===== src/rtl/core/rsp_pkg.sv =====
// ---------------------------------------------------------------------------
// rsp_pkg: shared definitions for the reference-counted slot pool
// Field widths, request and status codes, and the update strobes that pass
// from the request decoder to the state registers.
// ---------------------------------------------------------------------------
package rsp_pkg;

  // Item field widths.
  localparam int FUNC_W       = 3;
  localparam int HANDLE_W     = 4;
  localparam int KIND_W       = 2;
  localparam int RES_HANDLE_W = 3;
  localparam int STATUS_W     = 3;
  localparam int COUNT_W      = 16;

  // Default sizing.
  localparam int SLOTS_DEF       = 8;
  localparam int QUEUE_DEPTH_DEF = 4;

  localparam logic [COUNT_W-1:0] COUNT_MAX = 16'hFFFF;

  // Request codes.
  localparam logic [FUNC_W-1:0] FN_ALLOC   = 3'd0;
  localparam logic [FUNC_W-1:0] FN_RETAIN  = 3'd1;
  localparam logic [FUNC_W-1:0] FN_RELEASE = 3'd2;
  localparam logic [FUNC_W-1:0] FN_SEND    = 3'd3;
  localparam logic [FUNC_W-1:0] FN_RECV    = 3'd4;

  // Status codes.
  localparam logic [STATUS_W-1:0] ST_OK        = 3'd0;
  localparam logic [STATUS_W-1:0] ST_QUEUE     = 3'd1;
  localparam logic [STATUS_W-1:0] ST_BAD       = 3'd2;
  localparam logic [STATUS_W-1:0] ST_FREE      = 3'd3;
  localparam logic [STATUS_W-1:0] ST_OVERFLOW  = 3'd4;
  localparam logic [STATUS_W-1:0] ST_EXHAUSTED = 3'd5;

  // State update strobes produced for one request.
  typedef struct packed {
    logic tag_we;
    logic cnt_we;
    logic push;
    logic pop;
  } upd_t;

endpackage


===== src/rtl/core/rsp_chan_if.sv =====
// ---------------------------------------------------------------------------
// rsp_chan_if: valid/ready channels of the slot pool
// Request channel and result channel, each with source and sink modports.
// ---------------------------------------------------------------------------
interface rsp_in_if import rsp_pkg::*; ();
  logic                valid;
  logic                ready;
  logic [FUNC_W-1:0]   func;
  logic [HANDLE_W-1:0] slot_handle;
  logic [KIND_W-1:0]   slot_kind;

  modport source (output valid, func, slot_handle, slot_kind, input ready);
  modport sink   (input valid, func, slot_handle, slot_kind, output ready);
endinterface

interface rsp_out_if import rsp_pkg::*; ();
  logic                    valid;
  logic                    ready;
  logic [RES_HANDLE_W-1:0] result_handle;
  logic [STATUS_W-1:0]     status;
  logic [COUNT_W-1:0]      count_after;

  modport source (output valid, result_handle, status, count_after, input ready);
  modport sink   (input valid, result_handle, status, count_after, output ready);
endinterface


===== src/rtl/core/refcounted_slot_pool_with_fifo.sv =====
// ---------------------------------------------------------------------------
// refcounted_slot_pool_with_fifo: reference-counted slot pool with queue
// Slot allocator with per-slot type tags and reference counts, plus one
// bounded circular queue of slot handles.
// ---------------------------------------------------------------------------
// Path: an accepted request is held in the input register and then moves
//   into the result register, which offers it; while a full result register
//   is stalled, the request waits in the input register.
// Throughput: one item per cycle while results are taken; the pool and queue
//   state is updated in the same cycle that the result register loads.
// Reset: synchronous, active low. All slots become free with zero counts and
//   the queue becomes empty; no clearing pass is needed.
// ---------------------------------------------------------------------------
module refcounted_slot_pool_with_fifo import rsp_pkg::*; #(
  parameter int SLOTS       = SLOTS_DEF,
  parameter int QUEUE_DEPTH = QUEUE_DEPTH_DEF
) (
  input  logic    clk,
  input  logic    rst_n,
  rsp_in_if.sink  in_chan,
  rsp_out_if.source out_chan
);

  localparam int SW = $clog2(SLOTS);
  localparam int PW = (QUEUE_DEPTH > 1) ? $clog2(QUEUE_DEPTH) : 1;
  localparam int FW = $clog2(QUEUE_DEPTH + 1);

  // Pool and queue state.
  logic [KIND_W-1:0]  tag_r   [SLOTS];
  logic [COUNT_W-1:0] cnt_r   [SLOTS];
  logic [SW-1:0]      queue_r [QUEUE_DEPTH];
  logic [PW-1:0]      rd_pos_r, rd_pos_nxt;
  logic [PW-1:0]      wr_pos_r, wr_pos_nxt;
  logic [FW-1:0]      fill_r, fill_nxt;

  // Input register holding the request waiting to be decided.
  logic                s1_valid_r;
  logic [FUNC_W-1:0]   s1_func_r;
  logic [HANDLE_W-1:0] s1_handle_r;
  logic [KIND_W-1:0]   s1_kind_r;

  // Result register.
  logic                    out_valid_r;
  logic [RES_HANDLE_W-1:0] out_handle_r;
  logic [STATUS_W-1:0]     out_status_r;
  logic [COUNT_W-1:0]      out_count_r;

  // Decoder outputs.
  upd_t                    upd;
  logic [SW-1:0]           wr_idx;
  logic [KIND_W-1:0]       tag_val;
  logic [COUNT_W-1:0]      cnt_val;
  logic [RES_HANDLE_W-1:0] res_handle;
  logic [STATUS_W-1:0]     res_status;
  logic [COUNT_W-1:0]      res_count;

  logic advance;
  logic q_full;
  logic q_empty;

  // The held request moves on whenever the result register is empty or is
  // being emptied in this cycle. The input register refills in the same
  // cycle, so a new item is taken every cycle while the result side flows.
  assign advance       = s1_valid_r && (!out_valid_r || out_chan.ready);
  assign in_chan.ready = !s1_valid_r || advance;

  assign q_full  = (fill_r == FW'(QUEUE_DEPTH));
  assign q_empty = (fill_r == '0);

  rsp_decide #(
    .SLOTS (SLOTS),
    .SW    (SW)
  ) u_decide (
    .func        (s1_func_r),
    .slot_handle (s1_handle_r),
    .slot_kind   (s1_kind_r),
    .tags        (tag_r),
    .counts      (cnt_r),
    .q_head      (queue_r[rd_pos_r]),
    .q_full      (q_full),
    .q_empty     (q_empty),
    .upd         (upd),
    .wr_idx      (wr_idx),
    .tag_val     (tag_val),
    .cnt_val     (cnt_val),
    .res_handle  (res_handle),
    .res_status  (res_status),
    .res_count   (res_count)
  );

  // Queue pointers wrap at the configured depth; a depth that is not a power
  // of two is handled by the explicit compare.
  always_comb begin
    rd_pos_nxt = rd_pos_r;
    wr_pos_nxt = wr_pos_r;
    fill_nxt   = fill_r;
    if (advance && upd.push) begin
      wr_pos_nxt = (wr_pos_r == PW'(QUEUE_DEPTH - 1)) ? '0 : wr_pos_r + 1'b1;
      fill_nxt   = fill_r + 1'b1;
    end
    if (advance && upd.pop) begin
      rd_pos_nxt = (rd_pos_r == PW'(QUEUE_DEPTH - 1)) ? '0 : rd_pos_r + 1'b1;
      fill_nxt   = fill_r - 1'b1;
    end
  end

  always_ff @(posedge clk) begin
    if (!rst_n) begin
      s1_valid_r  <= 1'b0;
      out_valid_r <= 1'b0;
      rd_pos_r    <= '0;
      wr_pos_r    <= '0;
      fill_r      <= '0;
    end else begin
      if (in_chan.ready) begin
        s1_valid_r <= in_chan.valid;
      end
      if (advance) begin
        out_valid_r <= 1'b1;
      end else if (out_chan.ready) begin
        out_valid_r <= 1'b0;
      end
      rd_pos_r <= rd_pos_nxt;
      wr_pos_r <= wr_pos_nxt;
      fill_r   <= fill_nxt;
    end
  end

  // Slot tags and counts have a defined reset value, so they are cleared
  // directly; there are few enough slots to keep them in flip-flops.
  always_ff @(posedge clk) begin
    if (!rst_n) begin
      for (int i = 0; i < SLOTS; i++) begin
        tag_r[i] <= '0;
        cnt_r[i] <= '0;
      end
    end else if (advance) begin
      if (upd.tag_we) begin
        tag_r[wr_idx] <= tag_val;
      end
      if (upd.cnt_we) begin
        cnt_r[wr_idx] <= cnt_val;
      end
    end
  end

  // Queue entries are only read once written, so they carry no reset.
  always_ff @(posedge clk) begin
    if (advance && upd.push) begin
      queue_r[wr_pos_r] <= wr_idx;
    end
  end

  // Payload registers.
  always_ff @(posedge clk) begin
    if (in_chan.valid && in_chan.ready) begin
      s1_func_r   <= in_chan.func;
      s1_handle_r <= in_chan.slot_handle;
      s1_kind_r   <= in_chan.slot_kind;
    end
    if (advance) begin
      out_handle_r <= res_handle;
      out_status_r <= res_status;
      out_count_r  <= res_count;
    end
  end

  assign out_chan.valid         = out_valid_r;
  assign out_chan.result_handle = out_handle_r;
  assign out_chan.status        = out_status_r;
  assign out_chan.count_after   = out_count_r;

endmodule


===== src/rtl/core/rsp_decide.sv =====
// ---------------------------------------------------------------------------
// rsp_decide: request decoder of the slot pool
// Checks one request against the current pool and queue state and produces
// the result fields together with the state updates to apply.
// ---------------------------------------------------------------------------
module rsp_decide import rsp_pkg::*; #(
  parameter int SLOTS = SLOTS_DEF,
  parameter int SW    = $clog2(SLOTS)
) (
  input  logic [FUNC_W-1:0]       func,
  input  logic [HANDLE_W-1:0]     slot_handle,
  input  logic [KIND_W-1:0]       slot_kind,
  input  logic [KIND_W-1:0]       tags     [SLOTS],
  input  logic [COUNT_W-1:0]      counts   [SLOTS],
  input  logic [SW-1:0]           q_head,
  input  logic                    q_full,
  input  logic                    q_empty,
  output upd_t                    upd,
  output logic [SW-1:0]           wr_idx,
  output logic [KIND_W-1:0]       tag_val,
  output logic [COUNT_W-1:0]      cnt_val,
  output logic [RES_HANDLE_W-1:0] res_handle,
  output logic [STATUS_W-1:0]     res_status,
  output logic [COUNT_W-1:0]      res_count
);

  logic [SLOTS-1:0]   free_vec;
  logic [SLOTS-1:0]   low_oh;
  logic [SW-1:0]      free_idx;
  logic               h_ok;
  logic [SW-1:0]      h_idx;
  logic [SW-1:0]      sel_idx;
  logic [KIND_W-1:0]  sel_tag;
  logic [COUNT_W-1:0] sel_cnt;
  logic               sel_max;

  // Lowest free slot: isolate the lowest set bit, then encode the one-hot.
  always_comb begin
    for (int i = 0; i < SLOTS; i++) begin
      free_vec[i] = (tags[i] == '0);
    end
    low_oh   = free_vec & (~free_vec + 1'b1);
    free_idx = '0;
    for (int i = 0; i < SLOTS; i++) begin
      if (low_oh[i]) begin
        free_idx = free_idx | SW'(i);
      end
    end
  end

  assign h_ok    = ({3'b000, slot_handle} < 7'(SLOTS));
  assign h_idx   = SW'({3'b000, slot_handle});
  assign sel_idx = (func == FN_RECV) ? q_head : h_idx;
  assign sel_tag = tags[sel_idx];
  assign sel_cnt = counts[sel_idx];
  assign sel_max = (sel_cnt == COUNT_MAX);

  always_comb begin
    upd        = '0;
    wr_idx     = h_idx;
    tag_val    = '0;
    cnt_val    = sel_cnt + 1'b1;
    res_handle = '0;
    res_status = ST_OK;
    res_count  = '0;
    case (func)
      FN_ALLOC: begin
        if (slot_kind == '0) begin
          res_status = ST_BAD;
        end else if (free_vec == '0) begin
          res_status = ST_EXHAUSTED;
        end else begin
          upd.tag_we = 1'b1;
          upd.cnt_we = 1'b1;
          wr_idx     = free_idx;
          tag_val    = slot_kind;
          cnt_val    = COUNT_W'(1);
          res_handle = RES_HANDLE_W'(free_idx);
          res_count  = COUNT_W'(1);
        end
      end
      FN_RETAIN: begin
        if (!h_ok) begin
          res_status = ST_BAD;
        end else if (sel_tag == '0) begin
          res_status = ST_FREE;
        end else if (sel_max) begin
          res_status = ST_OVERFLOW;
        end else begin
          upd.cnt_we = 1'b1;
          res_count  = cnt_val;
        end
      end
      FN_RELEASE: begin
        cnt_val = sel_cnt - 1'b1;
        if (!h_ok) begin
          res_status = ST_BAD;
        end else if (sel_tag == '0 || sel_cnt == '0) begin
          res_status = ST_FREE;
        end else begin
          upd.cnt_we = 1'b1;
          // The last reference frees the slot.
          upd.tag_we = (cnt_val == '0);
          res_count  = cnt_val;
        end
      end
      FN_SEND: begin
        if (!h_ok) begin
          res_status = ST_BAD;
        end else if (q_full) begin
          res_status = ST_QUEUE;
        end else if (sel_tag == '0) begin
          res_status = ST_FREE;
        end else if (sel_max) begin
          res_status = ST_OVERFLOW;
        end else begin
          upd.cnt_we = 1'b1;
          upd.push   = 1'b1;
          res_count  = cnt_val;
        end
      end
      FN_RECV: begin
        if (q_empty) begin
          res_status = ST_QUEUE;
        end else begin
          upd.pop    = 1'b1;
          res_handle = RES_HANDLE_W'(q_head);
          res_count  = sel_cnt;
        end
      end
      default: begin
        res_status = ST_BAD;
      end
    endcase
  end

endmodule


===== src/flat_wrapper.sv =====
// flat-port wrapper written by rule: the top's interface ports become plain ports
module refcounted_slot_pool_with_fifo_flat import rsp_pkg::*;
#(
  parameter int SLOTS       = SLOTS_DEF,
  parameter int QUEUE_DEPTH = QUEUE_DEPTH_DEF
)
  (clk, rst_n, in_chan_valid, in_chan_func, in_chan_slot_handle, in_chan_slot_kind, in_chan_ready, out_chan_valid, out_chan_result_handle, out_chan_status, out_chan_count_after, out_chan_ready);
  rsp_in_if in_chan_i ();
  rsp_out_if out_chan_i ();
  input  logic clk;
  input  logic rst_n;
  input wire logic [$bits(in_chan_i.valid)-1:0] in_chan_valid;
  input wire logic [$bits(in_chan_i.func)-1:0] in_chan_func;
  input wire logic [$bits(in_chan_i.slot_handle)-1:0] in_chan_slot_handle;
  input wire logic [$bits(in_chan_i.slot_kind)-1:0] in_chan_slot_kind;
  output wire logic [$bits(in_chan_i.ready)-1:0] in_chan_ready;
  output wire logic [$bits(out_chan_i.valid)-1:0] out_chan_valid;
  output wire logic [$bits(out_chan_i.result_handle)-1:0] out_chan_result_handle;
  output wire logic [$bits(out_chan_i.status)-1:0] out_chan_status;
  output wire logic [$bits(out_chan_i.count_after)-1:0] out_chan_count_after;
  input wire logic [$bits(out_chan_i.ready)-1:0] out_chan_ready;
  assign in_chan_i.valid = in_chan_valid;
  assign in_chan_i.func = in_chan_func;
  assign in_chan_i.slot_handle = in_chan_slot_handle;
  assign in_chan_i.slot_kind = in_chan_slot_kind;
  assign in_chan_ready = in_chan_i.ready;
  assign out_chan_valid = out_chan_i.valid;
  assign out_chan_result_handle = out_chan_i.result_handle;
  assign out_chan_status = out_chan_i.status;
  assign out_chan_count_after = out_chan_i.count_after;
  assign out_chan_i.ready = out_chan_ready;
  refcounted_slot_pool_with_fifo #(.SLOTS(SLOTS), .QUEUE_DEPTH(QUEUE_DEPTH)) u_core (.clk(clk), .rst_n(rst_n), .in_chan(in_chan_i), .out_chan(out_chan_i));
endmodule

===== config.mk =====
export PLATFORM = sky130hd
export DESIGN_NAME = refcounted_slot_pool_with_fifo_flat
export DESIGN_NICKNAME = d
export VERILOG_FILES = /design/src/rtl/core/rsp_pkg.sv /design/src/rtl/core/rsp_chan_if.sv /design/src/rtl/core/refcounted_slot_pool_with_fifo.sv /design/src/rtl/core/rsp_decide.sv /design/src/flat_wrapper.sv
export SDC_FILE = /design/constraint.sdc
export NUM_CORES = 1
export LEC_CHECK = 0
export BUFFER_PORTS_ARGS = -buffer_cell sky130_fd_sc_hd__buf_4
export CAP_MARGIN = 0
export CORE_MARGIN = 2
export CORE_UTILIZATION = 50
export DETAILED_ROUTE_END_ITERATION = 10
export PLACE_DENSITY = 0.74
export SYNTH_ARGS = -nofsm -noshare
export SYNTH_HDL_FRONTEND = slang
export SYNTH_HIERARCHICAL = 1
export SYNTH_SLANG_ARGS = --single-unit

===== constraint.sdc =====
create_clock -name clk -period 17.2 [get_ports clk]
set_clock_uncertainty 0.2 [all_clocks]
set_input_delay 5.16 -clock clk [delete_from_list [all_inputs] [get_ports clk]]
set_output_delay 5.16 -clock clk [all_outputs]
set_load 0.03 [all_outputs]

==> results of run 1 <==
[power groups by stage]
| stage | Clock (mW) | Sequential (mW) | Combinational [mW] |
|---|---|---|---|
| floorplan | 0 | 0.497 | 0.0867 |
| global placement | 0 | 0.495 | 0.120 |
| detailed placement | 0 | 0.495 | 0.121 |
| CTS | 0.395 | 0.485 | 0.121 |
| global route | 0.415 | 0.485 | 0.131 |
| finish | 0.391 | 0.485 | 0.125 |
[sequential cells by signal (all words and copies together) (netlist names), named ones only]
| signal | cells |
|---|---|
| u_core/fill_r | 3 |
| u_core/s1_valid_r | 1 |
| u_core/out_chan.status | 3 |
| u_core/tag_r | 16 |
| u_core/rd_pos_r | 2 |
| u_core/out_chan.count_after | 16 |
| u_core/wr_pos_r | 2 |
| u_core/out_chan.valid | 1 |
| u_core/s1_kind_r | 2 |
| u_core/s1_func_r | 3 |
| u_core/out_chan.result_handle | 3 |
| u_core/s1_handle_r | 4 |
| u_core/cnt_r | 128 |
| u_core/queue_r | 12 |
[critical path: stages]
cell,delay (ps)
buf_4,110
nor2b_2,90
buf_4,350
nand2_1,120
buf_4,200
[cells in the mapped netlist (4+ instances only)]
| cell type | n | share of area [%] |
|---|---|---|
| a2111oi_0 | 13 | 1.0 |
| a211oi_1 | 16 | 1.1 |
| a21o_1 | 4 | 0.27 |
| a21oi_1 | 35 | 1.6 |
| a221oi_1 | 12 | 0.95 |
| a22oi_1 | 9 | 0.61 |
| a31oi_1 | 6 | 0.34 |
| a32oi_1 | 6 | 0.47 |
| and2_1 | 5 | 0.28 |
| and3_1 | 6 | 0.34 |
| buf_2 | 25 | 1.1 |
| buf_4 | 5 | 0.34 |
| buf_6 | 14 | 1.4 |
| clkbuf_1 | 27 | 0.91 |
| dfxtp_1 | 155 | 28 |
| edfxtp_1 | 43 | 12 |
| ha_1 | 8 | 0.90 |
| inv_1 | 29 | 0.98 |
| mux2_2 | 5 | 0.51 |
| mux2i_1 | 190 | 17 |
| mux4_2 | 18 | 3.7 |
| nand2_1 | 243 | 8.2 |
| nand2b_1 | 9 | 0.51 |
| nand3_1 | 23 | 1.0 |
| nand3b_1 | 4 | 0.27 |
| nand4_1 | 14 | 0.79 |
| nor2_1 | 59 | 2.0 |
| nor2b_1 | 4 | 0.23 |
| nor3_1 | 15 | 0.68 |
| nor3_4 | 5 | 0.73 |
| nor3b_1 | 4 | 0.27 |
| nor4_1 | 10 | 0.56 |
| nor4_4 | 5 | 0.96 |
| o211ai_1 | 4 | 0.27 |
| o21ai_0 | 12 | 0.54 |
| o22ai_1 | 15 | 0.85 |
| o31ai_1 | 7 | 0.47 |
| or2_2 | 6 | 0.34 |
| xnor2_1 | 17 | 1.3 |
| xor2_1 | 8 | 0.63 |
[metal layers]
metal	routed length, microns	global-route usage (%)
met1	13000	34.8
met2	13800	39.8
met3	2420	4.91
met4	673	7.94
met5	0	0
[area by class of cell]
type                            count  area [sq um]  share of cell area [%]
Timing Repair Buffer               57           428                    3.56
Multi-Input combinational cell    863          6180                    51.4
Sequential cell                   198          4390                    36.5
Inverter                           29           109                   0.905
Clock buffer                       19           464                    3.86
Tap cell                          280           350                    2.91
Clock inverter                     12           105                   0.874
[path summary, 6_finish.rpt]
kind / end / slack, ps / cells past startpoint
setup / recovery: in_chan_ready / 5810 / 5
hold / removal: u_core/cnt_r[43] / 260 / 2
setup reg to reg: u_core/cnt_r[83] / 9710 / 20
hold reg to reg: u_core/cnt_r[43] / 260 / 2
[kinds of logic after synthesis]
group / after synthesis / synth area share [%]
AND/OR/NAND/NOR: 435 / 19.2
XOR/XNOR: 25 / 1.97
AO/OA/AOI/OAI: 180 / 11.9
flip-flops: 198 / 39.6
adder cells (fa/ha/maj): 9 / 1.08
buffers and inverters: 102 / 4.85
multiplexers: 214 / 21.4
==> impl_metrics.tcl, run 1 <==
set metrics [dict create \
    max-cap-violations 0 \
    cts-buffers-inserted 17 \
    hp-start "u_core/cnt_r[43]" \
    via_per_inst 6.34 \
    fin_util_pct 55.1 \
    vdd_drop_max_mv 0.0668 \
    grt_max_degree 101 \
    core_area_sq_um 21800 \
    syn_avg_cell_area_sq_um 9.54 \
    status "complete, no violations" \
    gr-total-overflow 0 \
    min_path_type "reg -> reg" \
    syn_nets 1185 \
    crit_fanout 24 \
    design_area_sq_um 12000 \
    antenna_found_initial 0 \
    syn_to_final_growth_pct 8.35 \
    hold_violations 0 \
    worstMarginPinSlew_ps 1140 \
    period_share_pct 66.2 \
    dpl.hpwl_microns 19500 \
    cellPowerDensity_nw_per_um2 83.2 \
    fp.dieW_microns 153 \
    postCtsHoldBufs 0 \
    startpoint "out_chan_ready" \
    finalWirelength_microns 29900 \
    max_clock_freq_mhz 87.8 \
    h-tree-depth 4 \
    wl_per_cell_microns 20.5 \
    hold_slack_ps 258 \
    drcViolationCount 0 \
    worst-setup-path-type "in -> out" \
    rsz0062_at_grt "false" \
    synthArstFlopShare_pct 0 \
    pre_cts_ws_ps 5800 \
    die_y_microns 153 \
    p_int_uw 720 \
    placed_area_sq_um 11500 \
    ys.flop_type "dfxtp_1" \
    ctsResizeCount 0 \
    cts_tree "yes" \
    drive_above_1_share_pct 12.8 \
    pwr-share-comb_pct 12.5 \
    netlist_area_sq_um 11100 \
    firstDrtPassIters 6 \
    power.leakage_nw 4.00 \
    switching_share_pct 28.0 \
    synth.distinct_cells 82 \
    p_clk_share_pct 39.1 \
    cp.required_ps 11840 \
    arrival_ps 6030 \
    clk_pin_slew_ps 70 \
    seqPwrFrac_pct 48.4 \
    mostFrequentLayoutCell "nand2_1" \
    nFillCells 1868 \
    post-cts-setup-buffers 0 \
    p_sw_uw 280 \
    rows 54 \
    cp-end-kind "output pin" \
    clk_path_buf_depth 2 \
    io_buffers 36 \
    ant_nets 0 \
    gp_congestion 0.916 \
    power_mw 1.00 \
    fin_crit_ps 11390 \
    die_area_sq_um 23400 \
    cts_num_sinks 198 \
    setup_viol 0 \
    num_io_pins 37 \
    vias 9245 \
    ys_seq_area_share_pct 39.6 \
    clk_latency_ps 450 \
    cts-root-buf "clkbuf_16" \
    synthCells 1163 \
    initial_core_util_pct 50.9 \
    slew_violations 0 \
    synth-edff-count 43 \
    grt_pass1_vias 8588 \
    ys_ff_latch 198 \
    fin_nets 1188 \
    antenna-diode-count 0 \
    finalNonFillerCells 1458 \
    synth_warnings 6 \
    final_cell_mix "nand2_1, mux2i_1, dfxtp_1, nor2_1, buf_4" \
    fin_tns_setup_ps 0 \
    grt_pass1_wl_microns 47000 \
    slew_headroom_pct 23.6 \
    grt.total_usage_pct 25.1 \
    layout_setup_ws_ps 5810 \
    drt-initial-drc-count 1084 \
    dp_cells 1427 \
    start_kind "primary input" \
]
Power figures use the tool's default switching activity.
==> run 2: changes to the inputs <==
ABC_AREA = 1   (was unset)
PLACE_DENSITY = 0.77   (was 0.74)
clock period = 9.3 ns   (was 17.2 ns; I/O delays follow)
==> run 2 against run 1 <==
Wire length is 2.7% lower. Highest routed layer unchanged. Register-to-register slack worse by 5900 ps. Clock power is 96% higher. Critical path depth is 1 lower. Global-route usage is 0.74 points lower. Final cell count is 37% higher. First-iteration DRC count is 21% lower. Largest power group unchanged.
==> impl_metrics.tcl, run 2 <==
set metrics [dict create \
    status "complete, no violations" \
    yosys-top-cells-area "dfxtp_1, nand2_1, nor2_1" \
    initial_core_util_pct 50.6 \
    hold_violations 0 \
    yosysTopAreaCell "dfxtp_1" \
    synth_warnings 6 \
    arrival_ps 3250 \
    num_io_pins 37 \
    p_sw_uw 615 \
    worst-setup-path-type "in -> out" \
    cp.required_ps 6310 \
    yosysMostFrequentCell "nand2_1" \
    multi_input_area_sq_um 5640 \
    holdPathStages 2 \
    finalWirelength_microns 29100 \
    max_clock_freq_mhz 160 \
    vdd_drop_max_mv 0.121 \
    crit_fanout 3 \
    synthAdderAreaFrac_pct 1.06 \
    ant_nets 0 \
    cts-root-buf "clkbuf_16" \
    cts-buffers-inserted 17 \
    worstMarginPinSlew_ps 1100 \
    clk_latency_ps 440 \
    ys.flop_type "dfxtp_1" \
    reg2reg_depth 22 \
    grt_pass1_vias 9366 \
    cts_tree "yes" \
    cellPowerDensity_nw_per_um2 163 \
    ys_seq_area_share_pct 38.7 \
    post-cts-setup-buffers 0 \
    slowest_stage "buf_4" \
    ys_ff_latch 198 \
    seq_area_sq_um 4390 \
    drt-initial-drc-count 859 \
    fin_nets 1728 \
    ctsResizeCount 0 \
    start_kind "primary input" \
    grt_pass1_wl_microns 46500 \
    grt_max_degree 98 \
    wl_per_cell_microns 14.5 \
    period_share_pct 67.1 \
    synth_top_family_by_area "simple AND/OR/NAND/NOR gates" \
    synthTopCellsByCount "nand2_1, nor2_1, inv_1" \
    switching_share_pct 31.2 \
    cp_cell_sequence "buf_4, inv_2, nand3_1, buf_4" \
    setup_viol 0 \
    slew_violations 0 \
    dpl.hpwl_microns 19200 \
    clk_path_buf_depth 2 \
    drcViolationCount 0 \
    largest_register_ffs 128 \
    synthArstFlopShare_pct 0 \
    slew_headroom_pct 26.2 \
    synth_xor_area_share_pct 0.617 \
    die_area_sq_um 23900 \
    pwr-share-comb_pct 15.7 \
    antenna-diode-count 0 \
    worst_path_largest_cell_delay_ps 190 \
    mostFrequentLayoutCell "nand2_1" \
    design_area_sq_um 12100 \
    syn_nets 1736 \
    via_per_inst 5.14 \
    cts_num_sinks 198 \
    p_int_mw 1.36 \
    synth.area.mux_share_pct 0 \
    rrSetupSlack_ps 3810 \
    synthCells 1714 \
    gp_congestion 0.940 \
    fin_crit_ps 6240 \
    vias 10300 \
    synth.distinct_cells 43 \
    grt.total_usage_pct 24.4 \
    io_buffers 36 \
    synth_top_area_share_pct 27.3 \
    cpMostUsedCell "buf_4" \
    synth-edff-count 43 \
    power.leakage_nw 5.24 \
    placed_area_sq_um 11500 \
    rows 55 \
    netlist_area_sq_um 11400 \
    cp-end-kind "output pin" \
    final_cell_mix "nand2_1, nor2_1, inv_1, dfxtp_1, nand3_1" \
    top_register "u_core/cnt_r" \
    rsz0062_at_grt "false" \
    max-cap-violations 0 \
    syn_to_final_growth_pct 6.67 \
    min_to "u_core/cnt_r[65]" \
    nFillCells 2164 \
    seqPwrFrac_pct 45.4 \
    firstDrtPassIters 6 \
    gr-total-overflow 0 \
    r2r_end "u_core/cnt_r[28]" \
    synth_compound_area_share_pct 6.87 \
    h-tree-depth 4 \
    startpoint "out_chan_ready" \
    fp.dieW_microns 155 \
    drive_above_1_share_pct 8.49 \
    clk_pin_slew_ps 70 \
    syn_avg_cell_area_sq_um 6.62 \
    die_y_microns 155 \
    min_path_type "reg -> reg" \
    synth-simple-area-share_pct 41.1 \
    antenna_found_initial 0 \
    hp-start "u_core/cnt_r[65]" \
    p_clk_share_pct 38.9 \
    fin_tns_setup_ps 0 \
    core_area_sq_um 22400 \
    postCtsHoldBufs 0 \
]
run 2: area by class of cell:
class / instances / area share (%)
Clock buffer: 17 / 3.51
Clock inverter: 15 / 1.59
Inverter: 212 / 6.61
Multi-Input combinational cell: 1237 / 46.6
Sequential cell: 198 / 36.3
Tap cell: 285 / 2.95
Timing Repair Buffer: 40 / 2.48
run 2: worst max-delay path: cells and delay by family:
| kind | cells | cell delay (ps) |
|---|---|---|
| buf+inv | 3 | 350 |
| simple gates | 1 | 100 |
run 2: metrics by stage:
stage | power, mW | utilization (%) | hold WS [ps] | setup WS (ps) | cells
2_1_floorplan | 1.14 | - | 253 | 3210 | 1714
3_3_place_gp | 1.22 | 51.2 | 260 | 3070 | 1972
3_5_place_dp | 1.22 | 51.2 | 270 | 3060 | 1972
4_1_cts | 1.98 | 54.0 | 287 | 3060 | 2004
5_1_grt | 2.05 | 54.0 | 298 | 3020 | 2004
6_report | 1.97 | 54.0 | 282 | 3060 | 2004
run 2: kinds of logic after synthesis:
logic type,count (synthesis)
DFF,198
and+or+nand+nor,1095
buffers and inverters,279
adders and majority gates,9
AOI/OAI and AO/OA,125
xor gates and xnor gates,8
run 2: worst max-delay path by stage:
stage / end / cells after the start / slack [ps]
2_1_floorplan: in_chan_ready / 2 / 3210
3_3_place_gp: in_chan_ready / 4 / 3070
3_5_place_dp: in_chan_ready / 4 / 3060
4_1_cts: in_chan_ready / 4 / 3060
5_1_grt: in_chan_ready / 4 / 3020
6_report: in_chan_ready / 4 / 3060
run 2: layer usage:
layer	vias up	global-route usage (%)	routed length, microns
met3	68	4.34	1980
met4	0	10.4	1070
met5	-	0	0
met2	361	41.6	13600
li1	5266	-	-
met1	4605	30.4	12400
run 2: power groups by stage:
stage	clock [mW]	sequential [mW]	combinational, mW
4_1_cts	0.782	0.895	0.305
3_5_place_dp	0	0.915	0.303
2_1_floorplan	0	0.925	0.216
6_report	0.768	0.895	0.310
5_1_grt	0.813	0.896	0.339
3_3_place_gp	0	0.915	0.301
